--- config.mk ---
export PLATFORM = sky130hd
export DESIGN_NAME = ism_range_cmp
export DESIGN_NICKNAME = d
export VERILOG_FILES = /design/src/ism_pkg.sv /design/src/ism_range_cmp.sv
export SDC_FILE = /design/constraint.sdc
export NUM_CORES = 1
export LEC_CHECK = 0
export BUFFER_PORTS_ARGS = -buffer_cell sky130_fd_sc_hd__buf_2
export CELL_PAD_IN_SITES_DETAIL_PLACEMENT = 1
export CELL_PAD_IN_SITES_GLOBAL_PLACEMENT = 2
export CORE_ASPECT_RATIO = 1.25
export CORE_MARGIN = 3
export CORE_UTILIZATION = 22
export DETAILED_ROUTE_END_ITERATION = 10
export PLACE_DENSITY = 0.9
export SLEW_MARGIN = 15
export SYNTH_ARGS = -nofsm -noshare
export SYNTH_HDL_FRONTEND = slang
export SYNTH_SLANG_ARGS = --single-unit
--- constraint.sdc ---
create_clock -name vclk -period 1.9
set_clock_uncertainty 0.15 [all_clocks]
set_input_delay 0 -clock vclk [all_inputs]
set_output_delay 0 -clock vclk [all_outputs]
set_load 0.005 [all_outputs]
--- src/ism_pkg.sv ---
// Shared types, widths and codes of the interval subscription matcher.
`default_nettype none

package ism_pkg;

  localparam int unsigned MAX_SUBS        = 1024;
  localparam int unsigned MAX_CONSTRAINTS = 8;
  localparam int unsigned MAX_PAIRS       = 16;

  localparam int unsigned SUB_W   = $clog2(MAX_SUBS);          // subscription index
  localparam int unsigned NSUB_W  = $clog2(MAX_SUBS + 1);      // subscription count
  localparam int unsigned SLOT_W  = $clog2(MAX_CONSTRAINTS);   // constraint index
  localparam int unsigned CNT_W   = 4;                         // stored constraint count
  localparam int unsigned PIDX_W  = $clog2(MAX_PAIRS);         // pair buffer index
  localparam int unsigned HELD_W  = $clog2(MAX_PAIRS + 1);     // pair buffer fill
  localparam int unsigned ATTR_W  = 8;
  localparam int unsigned VAL_W   = 32;
  localparam int unsigned ENTRY_W = SUB_W + SLOT_W;            // constraint table address

  localparam logic [NSUB_W-1:0] MAX_SUBS_N        = NSUB_W'(MAX_SUBS);
  localparam logic [CNT_W-1:0]  MAX_CONSTRAINTS_N = CNT_W'(MAX_CONSTRAINTS);
  localparam logic [HELD_W-1:0] MAX_PAIRS_N       = HELD_W'(MAX_PAIRS);

  typedef enum logic {
    CMD_LOAD = 1'b0,
    CMD_PAIR = 1'b1
  } cmd_e;

  typedef enum logic [2:0] {
    ST_CLEAR,
    ST_IDLE,
    ST_SUB_RD,
    ST_SUB_CHK,
    ST_CON_RD,
    ST_SCAN,
    ST_FINISH
  } state_e;

  // One interval constraint as held in the constraint table.
  typedef struct packed {
    logic        [ATTR_W-1:0] attribute;
    logic signed [VAL_W-1:0]  low_value;
    logic signed [VAL_W-1:0]  high_value;
  } constraint_t;

  // One buffered publication pair.
  typedef struct packed {
    logic        [ATTR_W-1:0] attribute;
    logic signed [VAL_W-1:0]  value;
  } pair_t;

endpackage

`default_nettype wire

--- src/ism_range_cmp.sv ---
// Shared compare unit: tests one publication pair against one interval constraint.
`default_nettype none

module ism_range_cmp (
  input  ism_pkg::constraint_t entry_i,
  input  ism_pkg::pair_t       pair_i,
  output logic                 hit_o
);

  logic attr_eq;
  logic above_low;
  logic below_high;

  assign attr_eq    = (pair_i.attribute == entry_i.attribute);
  assign above_low  = (pair_i.value >= entry_i.low_value);
  assign below_high = (pair_i.value <= entry_i.high_value);

  // An empty interval (low above high) can never satisfy both bounds.
  assign hit_o = attr_eq & above_low & below_high;

endmodule

`default_nettype wire

=== Word-level counts from Yosys, hierarchy flattened ===
Index checks and enable logic that the tools add are counted.

* Magnitude comparators: 2
* Bitwise gates (word level): 2
* Equality and inequality tests: 1

{| class="wikitable"
|+ Operator list
! operator !! count
|-
| 32-bit >= comparator || 1
|-
| 32-bit <= comparator || 1
|-
| 8-bit equality test || 1
|-
| 1-bit bitwise AND || 2
|}

* Input bits: 112
* Output and inout bits: 1
* Word-level logic and storage cells: 5
* Flip-flop bits (word level): 0

=== Longest topological paths before layout ===
Gate-level depths: netlist (run 1).

* Depth after elaboration: 3
* Gate-level depth with buffers: 8
* Mapped depth without buffers: 8

=== Worst setup path before layout (run 1) ===
No wires, ideal clock.

* Kind: input to output
* Start: input entry_i[45] (netlist bit)
* End: output hit_o
* Data arrival time: 1.577 ns
* Data required time: 1.750 ns
* Path buffers: 0
* Stages on the path: 8
* Setup slack: 0.173 ns
* Path through: inv_1 > ha_1 > a21o_1 > a21o_1 > a221o_1 > a211o_1 > a2111oi_2 > a311oi_1

* Longest elaborated chain between the ends: 3

{| class="wikitable"
|+ RTL lines
! element !! RTL line !! RTL
|-
| start, declared || ism_range_cmp.sv:5 || <nowiki>input ism_pkg::constraint_t entry_i,</nowiki>
|-
| 32-bit >= comparator || ism_range_cmp.sv:15 || <nowiki>assign above_low = (pair_i.value >= entry_i.low_value);</nowiki>
|-
| 1-bit bitwise AND (2 in series) || ism_range_cmp.sv:19 || <nowiki>assign hit_o = attr_eq & above_low & below_high;</nowiki>
|-
| end, declared || ism_range_cmp.sv:7 || <nowiki>output logic hit_o</nowiki>
|}

Every way passes these cells.

=== Worst setup path in the final report (run 1) ===
* Start: input pair_i[13] (netlist bit)
* End: output hit_o

* Longest elaborated chain between the ends: 3
* Elaborated cells on any way between the ends: 4
* Classes of those cells: 2 x order compare; 2 x bitwise

{| class="wikitable"
|+ RTL lines
! element !! RTL line !! RTL
|-
| start, declared || ism_range_cmp.sv:6 || <nowiki>input ism_pkg::pair_t pair_i,</nowiki>
|-
| 32-bit >= comparator || ism_range_cmp.sv:15 ||
|-
| 1-bit bitwise AND || ism_range_cmp.sv:19 ||
|-
| 1-bit bitwise AND * || ism_range_cmp.sv:19 ||
|}

Mark *: on every way between the ends. The rest lies on a longest branch, timed or not.

==> impl_metrics.tcl, run 1 <==
set metrics [dict create \
    start_util 0.228 \
    placementRows 35 \
    fin_crit_ps 2020 \
    p_switching_mw 0.272 \
    ir_worst_vdd_uv 70.4 \
    internal_power_mw 0.334 \
    drt_first_pass_iters 4 \
    wl_mm 6.39 \
    min-delay-start "pair_i[39]" \
    globalplace.congestion 0.737 \
    failed_checks "negative setup slack" \
    seq_cells 0 \
    final.setup.worst_slack_ps -122 \
    dieArea_um2 8820 \
    io_pins 113 \
    min_to "hit_o" \
    crit_family "compound AO/OA/AOI/OAI gates" \
    drc_errors 0 \
    antennaDiodeCount 0 \
    yosysTopAreaCell "ha_1" \
    ys_top_cells_by_area "ha_1, inv_1, a21oi_1" \
    use_met2 0.277 \
    yosys-top-cells-count "inv_1, ha_1, a21oi_1" \
    viasPerCell 4.60 \
    cts_hold_buffers 0 \
    powerDensity_nw_per_um2 201 \
    grt_util_all_layers 0.134 \
    p_sw_frac 0.449 \
    final_nets 556 \
    status "finished with violations" \
    path_common_cell "a21o_1" \
    slew_violations 0 \
    synth_area_um2 1700 \
    syn_area_per_cell_um2 7.36 \
    synth.most_common_cell "inv_1" \
    arrival_ps 1870 \
    use_met3 0.0111 \
    regArea_um2 0 \
    grt_max_degree 4 \
    final_cells 470 \
    busiest_layer "met2" \
    fin_crit_sh 1.06 \
    rsz0062_at_grt "yes" \
    crit_buf_inv 2 \
    cp.required_ps 1750 \
    crit_path_cell_trace "buf_6 -> ha_4 -> a21o_1 -> a21o_1 -> a221o_1 -> a211o_1 -> a2111oi_4 -> a311oi_2 -> buf_2" \
    drive_above_1_share 0.489 \
    fill_cells 930 \
    grt.overflow.total 0 \
    ys_types 29 \
    met1_usage 0.151 \
    antenna_found_initial 1 \
    setup_viol_count_final 1 \
    critPathSlowestCell "a2111oi_4" \
    ys_seq_area_frac 0 \
    grt_first_pass_wirelength_mm 10.2 \
    final_hold_viol_count 0 \
    hp-class "primary input to output port" \
    die_w_um 84.6 \
    wl_per_cell_um 13.6 \
    max_freq_mhz 495 \
    critPathLaunchType "primary input" \
    post-place-ws_ps -336 \
    worst-path-max-fanout 2 \
    pwr-share-seq 0 \
    tightest_slew_ps 360 \
    ant_nets 0 \
    die_y_um 104 \
    syn2layout_area_growth_pct 77.3 \
    yosys.area.top_type_share 0.471 \
    place_area_um2 2590 \
    post-place-cells 464 \
    crit_type "primary input to output port" \
    syn_inst 231 \
    syn_nets 407 \
    stdcell_area_um2 3010 \
    p_clk_frac 0 \
    maxCapViolCount 0 \
    io_buffers 113 \
    yosysWarnings 0 \
    slew_headroom 0.758 \
    hpwlAfterDp_mm 5.64 \
    core_area_um2 7440 \
    cpPeakStageDelay_ps 400 \
    power_frac_comb 1.000 \
    grt_pass1_vias 2434 \
    clkbuf_count 0 \
    initialDrtViolationCount 5 \
    crit_path_end_kind "output port" \
    whs_path_depth 6 \
    vias 2162 \
    p_leak_nw 1.70 \
    critical_path.startpoint "pair_i[13]" \
]
## power groups by stage
stage / Sequential [mW] / Clock, mW / Combinational (mW)
2_1_floorplan: 0 / 0 / 0.246
3_3_place_gp: 0 / 0 / 0.477
3_5_place_dp: 0 / 0 / 0.503
4_1_cts: 0 / 0 / 0.567
5_1_grt: 0 / 0 / 0.693
6_report: 0 / 0 / 0.606
## cells by family after synthesis
family | count (synthesis) | synth area share
simple gates | 40 | 0.133
buf+inv | 65 | 0.144
xor+xnor | 8 | 0.0412
compound gates | 54 | 0.211
fa+ha+maj | 64 | 0.471
## placed cells by master (no fill, tap or decap), drive strengths merged, types with 2 or more instances in the layout
| cell type | instances |
|---|---|
| nand3 | 5 |
| inv | 65 |
| xnor2 | 8 |
| nand4 | 14 |
| a211o | 3 |
| nor4 | 2 |
| nor2 | 4 |
| o211ai | 2 |
| nor2b | 2 |
| nand2b | 2 |
| nand2 | 7 |
| a21o | 11 |
| o21ai | 5 |
| and4 | 2 |
| ha | 64 |
| a2111oi | 3 |
| buf | 147 |
| a21oi | 22 |
## final cells by class
class / count / area (µm²) / share of cell area
tap: 92 / 115 / 0.0382
timing repair buffer: 147 / 883 / 0.293
multi-input combinational: 166 / 1770 / 0.586
inverter: 65 / 249 / 0.0826
## stage by stage
step	power (mW)	hold slack [ps]	TNS [ps]	util
final	0.606	344	-122	0.405
after floorplan	0.246	71.1	0	-
after detailed placement	0.503	347	-336	0.348
after global placement	0.477	356	-301	0.348
after global routing	0.693	394	-214	0.405
after CTS	0.567	349	-150	0.382
## worst min-delay path, delay by kind of cell
kind | cells | cell delay, ps
xor gates and xnor gates | 1 | 50
buffers and inverters | 2 | 200
and+or+nand+nor | 1 | 70
AOI/OAI and AO/OA | 2 | 170
## worst max-delay path by stage
| stage | slack, ps | cells past startpoint | endpoint |
|---|---|---|---|
| 2_1_floorplan | 170 | 8 | hit_o |
| 3_3_place_gp | -300 | 9 | hit_o |
| 3_5_place_dp | -340 | 9 | hit_o |
| 4_1_cts | -150 | 10 | hit_o |
| 5_1_grt | -210 | 10 | hit_o |
| 6_report | -120 | 9 | hit_o |
## what timing repair did
item / CTS / global route
gates cloned: 0 / 0
resized for setup: 40 / 23
setup buffers: 5 / 1
hold endpoints to repair: 0 / 0
setup endpoints to repair: 1 / 1
pin swaps: 17 / 16
## per-layer routing
| metal | routed length [µm] | up-vias |
|---|---|---|
| met5 | 20 | - |
| met2 | 3700 | 63 |
| met1 | 2320 | 986 |
| met3 | 323 | 4 |
| met4 | 23 | 2 |
| li1 | - | 1107 |
No activity file was read; power rests on OpenSTA's default activity.
==> run 2: changes to the inputs <==
- MAX_ROUTING_LAYER: unset -> met4
==> run 2 against run 1 <==
Effect of this change: the flow still finishes with violations (negative setup slack); final area hardly changed; first-iteration DRC count is 120% higher; via count is 0.14% lower; fmax hardly changed; setup slack worse by 0.83 ps; power hardly changed; combinational power hardly changed; routed wire length stayed put; critical endpoint unchanged; critical path depth stayed put; largest power group unchanged; die area stayed put; utilization hardly changed; global-route usage is 0.37 points higher.
==> impl_metrics.tcl, run 2 (synthesized netlist as in run 1, its figures left out) <==
set metrics [dict create \
    ir_worst_vdd_uv 70.8 \
    wl_per_cell_um 13.6 \
    final_cell_mix "buf_2, inv_1, ha_1, buf_4, a21oi_1" \
    final_nets 556 \
    start_util 0.228 \
    whs_path_depth 6 \
    status "finished with violations" \
    failed_checks "negative setup slack" \
    stdcell_area_um2 3020 \
    dieArea_um2 8820 \
    drt_first_pass_iters 4 \
    cp.required_ps 1750 \
    max_freq_mhz 494 \
    power_frac_comb 1.000 \
    drc_errors 0 \
    globalplace.congestion 0.746 \
    fin_crit_sh 1.06 \
    grt.overflow.total 0 \
    crit_path_end_kind "output port" \
    setup_viol_count_final 1 \
    final_hold_viol_count 0 \
    wl_mm 6.39 \
    min_to "hit_o" \
    arrival_ps 1870 \
    p_switching_mw 0.272 \
    initialDrtViolationCount 11 \
    pwr-share-seq 0 \
    powerDensity_nw_per_um2 201 \
    tightest_slew_ps 360 \
    fin_crit_ps 2020 \
    crit_type "primary input to output port" \
    internal_power_mw 0.334 \
    placementRows 35 \
    final_common_cell "buf_2" \
    post-place-ws_ps -336 \
    ant_nets 0 \
    io_buffers 113 \
    drive_above_1_share 0.489 \
    hp-class "primary input to output port" \
    p_clk_frac 0 \
    io_pins 113 \
    hpwlAfterDp_mm 5.64 \
    die_y_um 104 \
    grt_pass1_vias 2436 \
    antenna_found_initial 1 \
    clkbuf_count 0 \
    min-delay-start "pair_i[39]" \
    slew_violations 0 \
    regArea_um2 0 \
    grt_first_pass_wirelength_mm 10.2 \
    cts_hold_buffers 0 \
    vias 2159 \
    core_area_um2 7440 \
    place_area_um2 2590 \
    p_sw_frac 0.449 \
    slew_headroom 0.758 \
    p_leak_nw 1.70 \
    die_w_um 84.6 \
    seq_cells 0 \
    worst-path-max-fanout 2 \
    grt_util_all_layers 0.138 \
    grt_max_degree 4 \
    maxCapViolCount 0 \
    final.setup.worst_slack_ps -123 \
    syn2layout_area_growth_pct 77.5 \
    critPathLaunchType "primary input" \
    rsz0062_at_grt "yes" \
    viasPerCell 4.58 \
    utilization 0.405 \
]
-- run 2: worst max-delay path by stage --
stage                           start     to  slack [ps]
after floorplan           entry_i[45]  hit_o         170
after global placement    entry_i[23]  hit_o        -300
after detailed placement  entry_i[23]  hit_o        -340
after CTS                 entry_i[22]  hit_o        -150
after global routing      entry_i[28]  hit_o        -210
final                      pair_i[13]  hit_o        -120
-- run 2: cell type report --
class / count / area, µm²
Fill cell: 931 / 4430
Multi-Input combinational cell: 166 / 1770
Timing Repair Buffer: 147 / 883
Inverter: 65 / 249
Tap cell: 92 / 115
Antenna cell: 1 / 2.50
-- run 2: worst max-delay path: stages --
cell	delay, ps
buf_6	100
ha_4	230
a21o_1	150
a21o_1	160
a221o_1	310
a211o_1	330
a2111oi_4	400
a311oi_2	60
buf_2	140
-- run 2: through the flow --
step / power [mW] / hold WS [ps] / TNS, ps / instances
finish: 0.606 / 344 / -123 / 471
global route: 0.693 / 394 / -214 / 471
CTS: 0.567 / 349 / -150 / 469
detailed placement: 0.503 / 347 / -336 / 464
global placement: 0.477 / 356 / -301 / 464
floorplan: 0.246 / 71.1 / 0 / 231
-- run 2: power by group through the flow --
stage,sequential (mW),combinational (mW),clock (mW)
after CTS,0,0.567,0
after global routing,0,0.693,0.0000000703
final,0,0.606,0.0000000703
after global placement,0,0.477,0
after floorplan,0,0.246,0
after detailed placement,0,0.503,0
-- run 2: per-layer routing --
layer	up-vias	routed length [µm]	GRT usage
li1	1109	-	-
met1	985	2340	0.152
met2	63	3690	0.277
met3	2	324	0.00951
met4	0	21	0.00339
met5	-	0	-
-- run 2: repair_timing --
| item | CTS | global route |
|---|---|---|
| buffers inserted | 5 | 1 |
| resized for setup | 40 | 23 |
| endpoints found under the setup margin | 1 | 1 |
| pin swaps | 17 | 16 |
| cloned | 0 | 0 |
==> run 3: changes to the inputs <==
- SETUP_SLACK_MARGIN: unset -> 0.2
==> run 3 against run 2 <==
Effect of this change: the flow still finishes with violations (negative setup slack); die area did not move; utilization fell by 1.5 points; fmax rose by 0.25%; power fell by 6.7%; first-iteration DRC count rose by 9.1%; sequential share of layout area did not move; via count did not move; clock-buffer cell count did not move; non-clock buffer count fell by 5; combinational power fell by 6.6%; hold slack improved by 2.7 ps; critical path depth rose by 1; critical path type unchanged; critical endpoint unchanged; largest cell class unchanged.
==> impl_metrics.tcl, run 3 (synthesized netlist as in run 1, its figures left out) <==
set metrics [dict create \
    core_area_um2 7440 \
    crit_path_end_kind "output port" \
    ant_nets 0 \
    max_freq_mhz 496 \
    final_hold_viol_count 0 \
    final_nets 551 \
    fin_crit_ps 2020 \
    critPathLaunchType "primary input" \
    fin_crit_sh 1.06 \
    grt.overflow.total 0 \
    placementRows 35 \
    final_common_cell "buf_2" \
    status "finished with violations" \
    final.setup.worst_slack_ps -118 \
    die_y_um 104 \
    tightest_slew_ps 430 \
    clkbuf_count 0 \
    final_cell_mix "buf_2, inv_1, ha_1, buf_4, a21oi_1" \
    start_util 0.228 \
    critPathSlowestCell "a2111oi_4" \
    io_buffers 113 \
    hpwlAfterDp_mm 5.53 \
    utilization 0.390 \
    viasPerCell 4.64 \
    slew_violations 0 \
    globalplace.congestion 0.814 \
    regArea_um2 0 \
    cp.required_ps 1750 \
    crit_type "primary input to output port" \
    setup_viol_count_final 1 \
    cts_hold_buffers 0 \
    crit_buf_inv 3 \
    critPathCapture "hit_o" \
    critical_path.startpoint "entry_i[39]" \
    drt_first_pass_iters 3 \
    die_w_um 84.6 \
    maxCapViolCount 0 \
    worst-path-max-fanout 2 \
    vias 2159 \
    dieArea_um2 8820 \
    wl_per_cell_um 13.3 \
    wl_mm 6.18 \
    grt_max_degree 5 \
    hold_slack_ps 347 \
    syn2layout_area_growth_pct 71.0 \
    io_pins 113 \
    seq_cells 0 \
    ir_worst_vdd_uv 59.1 \
    antenna_found_initial 0 \
    antennaDiodeCount 0 \
    crit_family "compound AO/OA/AOI/OAI gates" \
    power_mw 0.566 \
    grt_first_pass_wirelength_mm 9.93 \
    drc_errors 0 \
    path_depth 10 \
    failed_checks "negative setup slack" \
    powerDensity_nw_per_um2 195 \
    p_leak_nw 1.67 \
    cpPeakStageDelay_ps 370 \
    initialDrtViolationCount 12 \
    crit_path_cell_trace "buf_2 -> inv_1 -> ha_4 -> a21oi_1 -> o21ai_1 -> a221o_1 -> a211o_1 -> a2111oi_4 -> a311oi_1 -> buf_2" \
    path_common_cell "buf_2" \
    grt_pass1_vias 2384 \
    hp-class "primary input to output port" \
    grt_util_all_layers 0.134 \
    arrival_ps 1870 \
    drive_above_1_share 0.458 \
    fill_cells 958 \
    slew_headroom 0.713 \
    whs_path_depth 6 \
    rsz0062_at_grt "yes" \
]
-- run 3: changes by cell type in the layout (fill, tap and decap cells not counted), sizes merged --
| cell | delta |
|---|---|
| buf | -5 |
| diode | -1 |
-- run 3: timing repair --
item,CTS,global route
setup buffers,3,2
pin swaps,16,16
endpoints found under the setup margin,1,1
gates resized for setup,17,37
-- run 3: worst min-delay path, stage by stage --
cell,delay [ps]
buf_2,80
xnor2_1,60
nand4_1,70
a211o_1,110
a311oi_1,50
buf_2,130
-- run 3: layout make-up --
class                           instances  area [µm²]  share of cell area
Tap cell                               92         115              0.0396
Inverter                               65         249              0.0857
Multi-Input combinational cell        166        1690               0.581
Timing Repair Buffer                  142         853               0.294
-- run 3: per-layer routing --
metal	part of all wire	global-route usage	routed length, µm
met2	0.58	0.282	3580
met5	0	-	0
met4	0.0050	0	31
met1	0.37	0.143	2270
met3	0.047	0.00475	290
-- run 3: worst min path at each step --
stage | from | end | slack, ps
after floorplan | pair_i[39] | hit_o | 70
final | pair_i[39] | hit_o | 350
after global routing | pair_i[39] | hit_o | 400
after detailed placement | pair_i[39] | hit_o | 350
after global placement | pair_i[39] | hit_o | 350
after CTS | pair_i[39] | hit_o | 360
-- run 3: power breakdown --
| part | leakage (nW) | internal, mW | switching (mW) |
|---|---|---|---|
| Sequential | 0 | 0 | 0 |
| Clock | 0 | 0 | 0 |
| Combinational | 1.67 | 0.308 | 0.258 |
-- run 3: stage by stage --
| stage | worst slack (ps) | instance area (µm²) | std cells | TNS, ps |
|---|---|---|---|---|
| 3_3_place_gp | -333 | 2560 | 460 | -333 |
| 3_5_place_dp | -390 | 2560 | 460 | -390 |
| 5_1_grt | -203 | 2910 | 465 | -203 |
| 2_1_floorplan | 221 | 1700 | 231 | 0 |
| 4_1_cts | -146 | 2660 | 463 | -146 |
| 6_report | -118 | 2910 | 465 | -118 |
